$ cat src/sv/salc_pkg.sv
// Package for the set-associative LRU cache tag store: sizes, types and codes.
package salc_pkg;

    localparam int SET_BITS = 8;
    localparam int WAYS = 4;
    localparam int NSETS = 1 << SET_BITS;
    localparam int WAY_W = (WAYS > 1) ? $clog2(WAYS) : 1;
    localparam int NW_W = $clog2(WAYS + 1);
    localparam int ADDR_W = 32;
    localparam int STAMP_W = 32;
    localparam int CNT_W = 48;
    localparam int OFF_W = 4;
    localparam int IDX_W = 4;
    localparam int CFG_IDX_W = 2;
    localparam int CFG_DATA_W = 4;
    localparam int SHAMT_W = 5;
    localparam logic [OFF_W-1:0] MAX_OFFSET_BITS = OFF_W'(12);
    localparam logic [IDX_W-1:0] MAX_SET_WIDTH = IDX_W'(SET_BITS);
    localparam logic [CNT_W-1:0] CNT_MAX = {CNT_W{1'b1}};
    localparam logic [STAMP_W-1:0] STAMP_MAX = {STAMP_W{1'b1}};

    localparam logic [CFG_IDX_W-1:0] CFG_OFFSET_BITS = 2'd0;
    localparam logic [CFG_IDX_W-1:0] CFG_SET_WIDTH = 2'd1;
    localparam logic [CFG_IDX_W-1:0] CFG_WAYS_USED = 2'd2;

    typedef struct packed {
        logic [SET_BITS-1:0] set;
        logic [ADDR_W-1:0] tag;
        logic [NW_W-1:0] nw;
    } t_item;

    typedef struct packed {
        logic [WAYS-1:0] valid;
        logic [WAYS-1:0][ADDR_W-1:0] tag;
        logic [WAYS-1:0][STAMP_W-1:0] stamp;
    } t_row;

    typedef enum logic [1:0] {
        BK_CLEAR,
        BK_IDLE,
        BK_LOOK
    } t_back_state;

endpackage

$ cat src/sv/salc_queue.sv
// Two-entry queue of decoded transactions between front and back.
module salc_queue (
    input  logic i_clk,
    input  logic i_rst_n,
    input  logic i_push,
    input  salc_pkg::t_item i_item,
    input  logic i_pop,
    output logic o_full,
    output logic o_empty,
    output salc_pkg::t_item o_head
);
    import salc_pkg::*;

    t_item r_mem [2];
    logic r_wp;
    logic r_rp;
    logic [1:0] r_cnt;

    always_ff @(posedge i_clk) begin
        if (!i_rst_n) begin
            r_wp <= 1'b0;
            r_rp <= 1'b0;
            r_cnt <= 2'd0;
        end else begin
            if (i_push) r_wp <= ~r_wp;
            if (i_pop) r_rp <= ~r_rp;
            r_cnt <= r_cnt + 2'(i_push) - 2'(i_pop);
        end
    end

    always_ff @(posedge i_clk) begin
        if (i_push) r_mem[r_wp] <= i_item;
    end

    assign o_full = (r_cnt == 2'd2);
    assign o_empty = (r_cnt == 2'd0);
    assign o_head = r_mem[r_rp];

endmodule

$ cat config.mk
export PLATFORM = sky130hd
export DESIGN_NAME = salc_queue
export DESIGN_NICKNAME = d
export VERILOG_FILES = /design/src/sv/salc_pkg.sv /design/src/sv/salc_queue.sv
export SDC_FILE = /design/constraint.sdc
export NUM_CORES = 1
export LEC_CHECK = 0
export ABC_CLOCK_PERIOD_IN_PS = 5300
export BUFFER_PORTS_ARGS = -buffer_cell sky130_fd_sc_hd__buf_4
export CAP_MARGIN = 25
export CORE_ASPECT_RATIO = 1.4
export CORE_MARGIN = 4
export CORE_UTILIZATION = 45
export DETAILED_ROUTE_END_ITERATION = 8
export PLACE_DENSITY = 0.7
export REMOVE_ABC_BUFFERS = 1
export SLEW_MARGIN = 10
export SYNTH_ARGS = -nofsm -noshare
export SYNTH_HDL_FRONTEND = slang
export SYNTH_SLANG_ARGS = --single-unit
$ cat constraint.sdc
create_clock -name i_clk -period 5.3 [get_ports i_clk]
set_input_delay 0.265 -clock i_clk [delete_from_list [all_inputs] [get_ports i_clk]]
set_output_delay 0.265 -clock i_clk [all_outputs]
set_load 0.01 [all_outputs]
==> impl_metrics.yaml, run 1 <==
synth:
  synth_area_leaders: "edfxtp_1 (73%), mux2_4 (17%), dfxtp_1 (2.8%), buf_12 (2.3%), mux2_2 (0.96%)"
  syn_inst: 155
  ys_seq_area_share_pct: 75.9
  syn_area_um2: 3530
  synth_seq_cells: 91
  yosysTopAreaCell: "edfxtp_1"
  synth_top_cell_area_share_pct: 73.1
  avgSynthCellArea_um2: 22.8
  synthDistinctLibCells: 14
  yosysWarnings: 0
clock_tree:
  cts_resized: 0
  clockBufferDepth: 2
  clk-insertion-delay-late_ns: 0.34
  cts_tree: "yes"
  clock-sinks: 91
  post-cts-setup-buffers: 0
  cts-root-buf: "clkbuf_8"
  htree_levels: 3
  cts_buffers: 9
  path_clk_slew_ns: 0.08
  cts_hold_buf: 0
place:
  hpwl_mm: 3.96
  post-place-ws_ns: 3.29
  gp_congestion: 0.693
  numPortBuffers: 91
critical_path:
  timing.rr.start: "r_wp"
  crit_path_frequent_cell: "buf_4"
  cp_slowest_stage_delay_ns: 0.69
  path_buf_inv: 2
  r2r_cells: 2
  path_cells: "buf_4 -> mux2_4 -> buf_4"
  arrival_ns: 2.07
  r2r-end: "r_mem[0][26]"
  cpMaxStageDelayCell: "dfxtp_2"
  cp-end-kind: "output port"
  r2r_slack_ns: 3.98
  crit_cells: 3
  setup.worst_path.start_class: "register"
  cpLargestDelayFamily: "flip-flops"
  endpoint: "o_head[9]"
  cp.required_ns: 5.04
  cp_max_fo: 26
  crit_type: "reg2out"
floorplanning:
  dieWidth_um: 82.9
  ios: 92
  row_count: 38
  die_area_um2: 9350
  die_h_um: 113
  start_util_pct: 45.9
  core_area_um2: 7700
power_and_ir_drop:
  p_int_mw: 1.13
  leakage_nw: 1.77
  pwr-share-seq_pct: 58.9
  clockPowerShare_pct: 25.8
  p_per_area_nw_per_um2: 324
  switching_power_uw: 314
  share_comb_of_total_power_pct: 15.3
  swShare_pct: 21.8
  ir_drop_v: 0.000216
sta:
  drv_slew: 0
  holdWs_ns: 0.101
  period_minus_slack_ns: 2.33
  finClkSkew_ns: 0.00791
  tns_ns: 0
  hold_violations: 0
  max_clock_freq_mhz: 428
  tightest_slew_ns: 0.587
  layout_worst_path_cycle_share_pct: 44.1
  setup_slack_ns: 2.97
  final-setup-viol-count: 0
  rsz0062_at_grt: "false"
  max_slew_margin_pct: 60.9
drt:
  drt_iter0_drc: 70
  firstDrtPassIters: 4
  postRouteAntennaNets: 0
  vias: 1664
  drc_errors: 0
  post_drt_wl_per_cell_um: 16.2
  routed_wl_mm: 5.82
  vias_per_cell: 4.64
cells_and_area:
  layout_commonest_cell: "buf_4"
  layout_common_cells: "buf_4 (93), edfxtp_1 (86), mux2_4 (40)"
  final_nets: 304
  num-fill-cells: 605
  drive_gt1_share_pct: 58.3
  syn_to_final_growth_pct: 25.8
  diodes: 0
grt:
  grtUsageTotal_pct: 12.6
  grt_pass1_vias: 1743
  grt_pass1_wl_mm: 8.80
  grt_max_degree: 45
  globalRouteOverflowTotal: 0
  antenna_found_initial: 0
min_path:
  hold_class: "in2reg"
flow_run:
  drv_cap: 0
status:
  status: "finished clean"
[power by group through the flow]
stage / clock network [mW] / registers, mW / logic [mW]
after floorplan: 0 / 0.869 / 0.114
after global placement: 0 / 0.864 / 0.220
after detailed placement: 0 / 0.866 / 0.223
after CTS: 0.390 / 0.849 / 0.224
after global routing: 0.423 / 0.852 / 0.237
final: 0.372 / 0.848 / 0.220
[logic make-up after synthesis]
kind of cell / Yosys count / share of synthesized area [%]
simple gates: 9 / 1.52
fa+ha+maj: 2 / 0.708
mux: 43 / 18.0
flops: 91 / 75.9
compound gates: 1 / 0.213
buf+inv: 7 / 2.80
xor+xnor: 2 / 0.885
[Yosys cell counts]
| cell type | n |
|---|---|
| dfxtp_1 | 5 |
| and2_1 | 4 |
| o21a_1 | 1 |
| mux2_4 | 40 |
| mux2_2 | 3 |
| edfxtp_1 | 86 |
| xnor3_1 | 1 |
| ha_1 | 2 |
| buf_6 | 1 |
| inv_1 | 2 |
| buf_12 | 4 |
| nor2b_1 | 4 |
| nor2_1 | 1 |
| xor2_1 | 1 |
[sequential cells by signal (all words and copies together), names as in the netlist, named ones only]
name and flops:
r_wp 1, r_cnt 2, r_rp 1, r_mem 86
[stage by stage]
| stage | utilization (%) | power (mW) | instances | area [um2] |
|---|---|---|---|---|
| 3_5_place_dp | 55.5 | 1.09 | 343 | 4280 |
| 3_3_place_gp | 55.5 | 1.08 | 343 | 4280 |
| 4_1_cts | 57.4 | 1.46 | 358 | 4420 |
| 5_1_grt | 57.7 | 1.51 | 359 | 4440 |
| 6_report | 57.7 | 1.44 | 359 | 4440 |
| 2_1_floorplan | - | 0.984 | 150 | 3440 |
[layer usage]
metal | part of all wire (%) | up-vias | GRT usage, %
met3 | 5.5 | 9 | 3.64
met4 | 1.8 | 0 | 7.52
met2 | 59 | 47 | 22.9
met5 | 0 | - | 0
li1 | - | 794 | -
met1 | 34 | 814 | 12.5
[worst min path at each step]
| stage | start | endpoint | slack, ns | cells after the start |
|---|---|---|---|---|
| 6_report | i_item[27] | r_mem[0][27] | 0.10 | 1 |
| 5_1_grt | i_item[31] | r_mem[0][31] | 0.08 | 1 |
| 4_1_cts | i_item[20] | r_mem[1][20] | 0.08 | 1 |
| 3_5_place_dp | i_item[4] | r_mem[1][4] | 0.45 | 1 |
| 3_3_place_gp | i_item[11] | r_mem[0][11] | 0.45 | 1 |
| 2_1_floorplan | i_item[0] | r_mem[0][0] | 0.36 | 0 |
[area by class of cell]
cell class / instances / area [um2] / area share, %
Sequential cell: 91 / 2680 / 60.4
Multi-Input combinational cell: 57 / 761 / 17.1
Timing Repair Buffer: 94 / 718 / 16.2
Clock buffer: 10 / 128 / 2.87
Tap cell: 100 / 125 / 2.82
Clock inverter: 5 / 21.3 / 0.479
Inverter: 2 / 7.51 / 0.169
Power figures use the tool's default switching activity.
==> run 2: changes to the inputs <==
- ABC_CLOCK_PERIOD_IN_PS: 5300 -> 2000
- PLACE_DENSITY: 0.7 -> 0.72
- clock period: 5.3 -> 2 ns (I/O delays scaled with it)
==> impl_metrics.yaml, run 2 (synthesis results as in run 1) <==
drt:
  drt_iter0_drc: 122
  vias_per_cell: 4.54
  vias: 1848
  firstDrtPassIters: 4
  postRouteAntennaNets: 0
  post_drt_wl_per_cell_um: 16.1
  drc_errors: 0
  routed_wl_mm: 6.54
floorplanning:
  die_h_um: 113
  ios: 92
  row_count: 38
  core_area_um2: 7700
  die_area_um2: 9350
  dieWidth_um: 82.9
  start_util_pct: 45.9
cells_and_area:
  syn_to_final_growth_pct: 41.4
  largest_reg_flops: 86
  final_nets: 351
  diodes: 0
  post-route-cell-area_um2: 5000
  final_util_pct: 64.9
  drive_gt1_share_pct: 51.8
  top_register: "r_mem"
  reg_top3: "r_mem x86, r_cnt x2"
  num-fill-cells: 561
  layout_commonest_cell: "buf_4"
  layout_common_cells: "buf_4 (95), edfxtp_1 (86), dlygate4sd3_1 (44)"
status:
  status: "finished clean"
critical_path:
  cp-end-kind: "output port"
  crit_type: "reg2out"
  arrival_ns: 1.47
  setup.worst_path.start_class: "register"
  cp.required_ns: 1.90
  cp_max_fo: 24
sta:
  hold_violations: 0
  tightest_slew_ns: 0.366
  rsz0062_at_grt: "false"
  final-setup-viol-count: 0
  max_slew_margin_pct: 75.6
  layout_worst_path_cycle_share_pct: 78.7
  finClkSkew_ns: 0.0100
  setup_slack_ns: 0.426
  max_clock_freq_mhz: 635
  drv_slew: 0
  period_minus_slack_ns: 1.57
  tns_ns: 0
flow_run:
  drv_cap: 0
grt:
  grt_pass1_wl_mm: 10.1
  grt_pass1_vias: 1954
  antenna_found_initial: 0
  globalRouteOverflowTotal: 0
  grt_max_degree: 28
  grtUsageTotal_pct: 14.5
clock_tree:
  clockBufferDepth: 2
  path_clk_slew_ns: 0.08
  htree_levels: 3
  cts_tree: "yes"
  cts_buffers: 9
  clock-sinks: 91
  cts-root-buf: "clkbuf_8"
  clk-insertion-delay-late_ns: 0.35
  cts_resized: 0
power_and_ir_drop:
  leakage_nw: 2.01
  ir_drop_v: 0.000472
  totalPowerFinal_mw: 4.29
  p_per_area_nw_per_um2: 859
place:
  gp_congestion: 0.715
  numPortBuffers: 91
  hpwl_mm: 4.26
  post-place-ws_ns: 0.703
  placed_area_um2: 4330
min_path:
  hold_class: "in2reg"
==> run 2: what timing repair did <==
| action | 4_1_cts | 5_1_grt |
|---|---|---|
| setup buffers | 0 | 0 |
| hold endpoints to repair | 91 | 0 |
| hold buffers | 44 | 0 |
==> run 2: power by group <==
| group | switching, mW | internal [mW] |
|---|---|---|
| Sequential | 0.0333 | 2.20 |
| Clock | 0.597 | 0.765 |
| Combinational | 0.274 | 0.425 |
| Total | 0.904 | 3.39 |
==> run 2: final timing paths <==
path	slack [ns]	cells after the start	to	start
setup / recovery	0.43	3	o_head[42]	register
hold / removal	0.11	3	r_rp	i_pop
setup reg to reg	0.71	2	r_mem[1][14]	r_wp
hold reg to reg	0.60	2	r_rp	r_rp
==> run 2: per-layer routing <==
metal | GRT usage (%) | part of all wire (%) | vias to the layer above
met1 | 15.7 | 37 | 895
met4 | 8.29 | 3.1 | 0
met3 | 4.22 | 4.4 | 15
met5 | 0 | 0 | -
met2 | 25.3 | 55 | 48
li1 | - | - | 890
==> run 2: area by class of cell <==
| cell class | count | area (um2) | share of cell area [%] |
|---|---|---|---|
| Clock buffer | 11 | 151 | 3.03 |
| Sequential cell | 91 | 2680 | 53.7 |
| Tap cell | 100 | 125 | 2.50 |
| Clock inverter | 5 | 75.1 | 1.50 |
| Inverter | 2 | 7.51 | 0.150 |
| Timing Repair Buffer | 141 | 1190 | 23.9 |
| Multi-Input combinational cell | 57 | 761 | 15.2 |
==> run 2: metrics by stage <==
step / cells / hold WS (ns)
floorplan: 150 / 0.199
global placement: 347 / 0.286
detailed placement: 347 / 0.289
CTS: 407 / 0.0809
global route: 407 / 0.0896
finish: 407 / 0.106
==> run 2: worst max-delay path, stage by stage (launching register included) <==
cell and delay (ns):
dfxtp_2 0.38, buf_12 0.22, mux2_2 0.36, buf_4 0.15
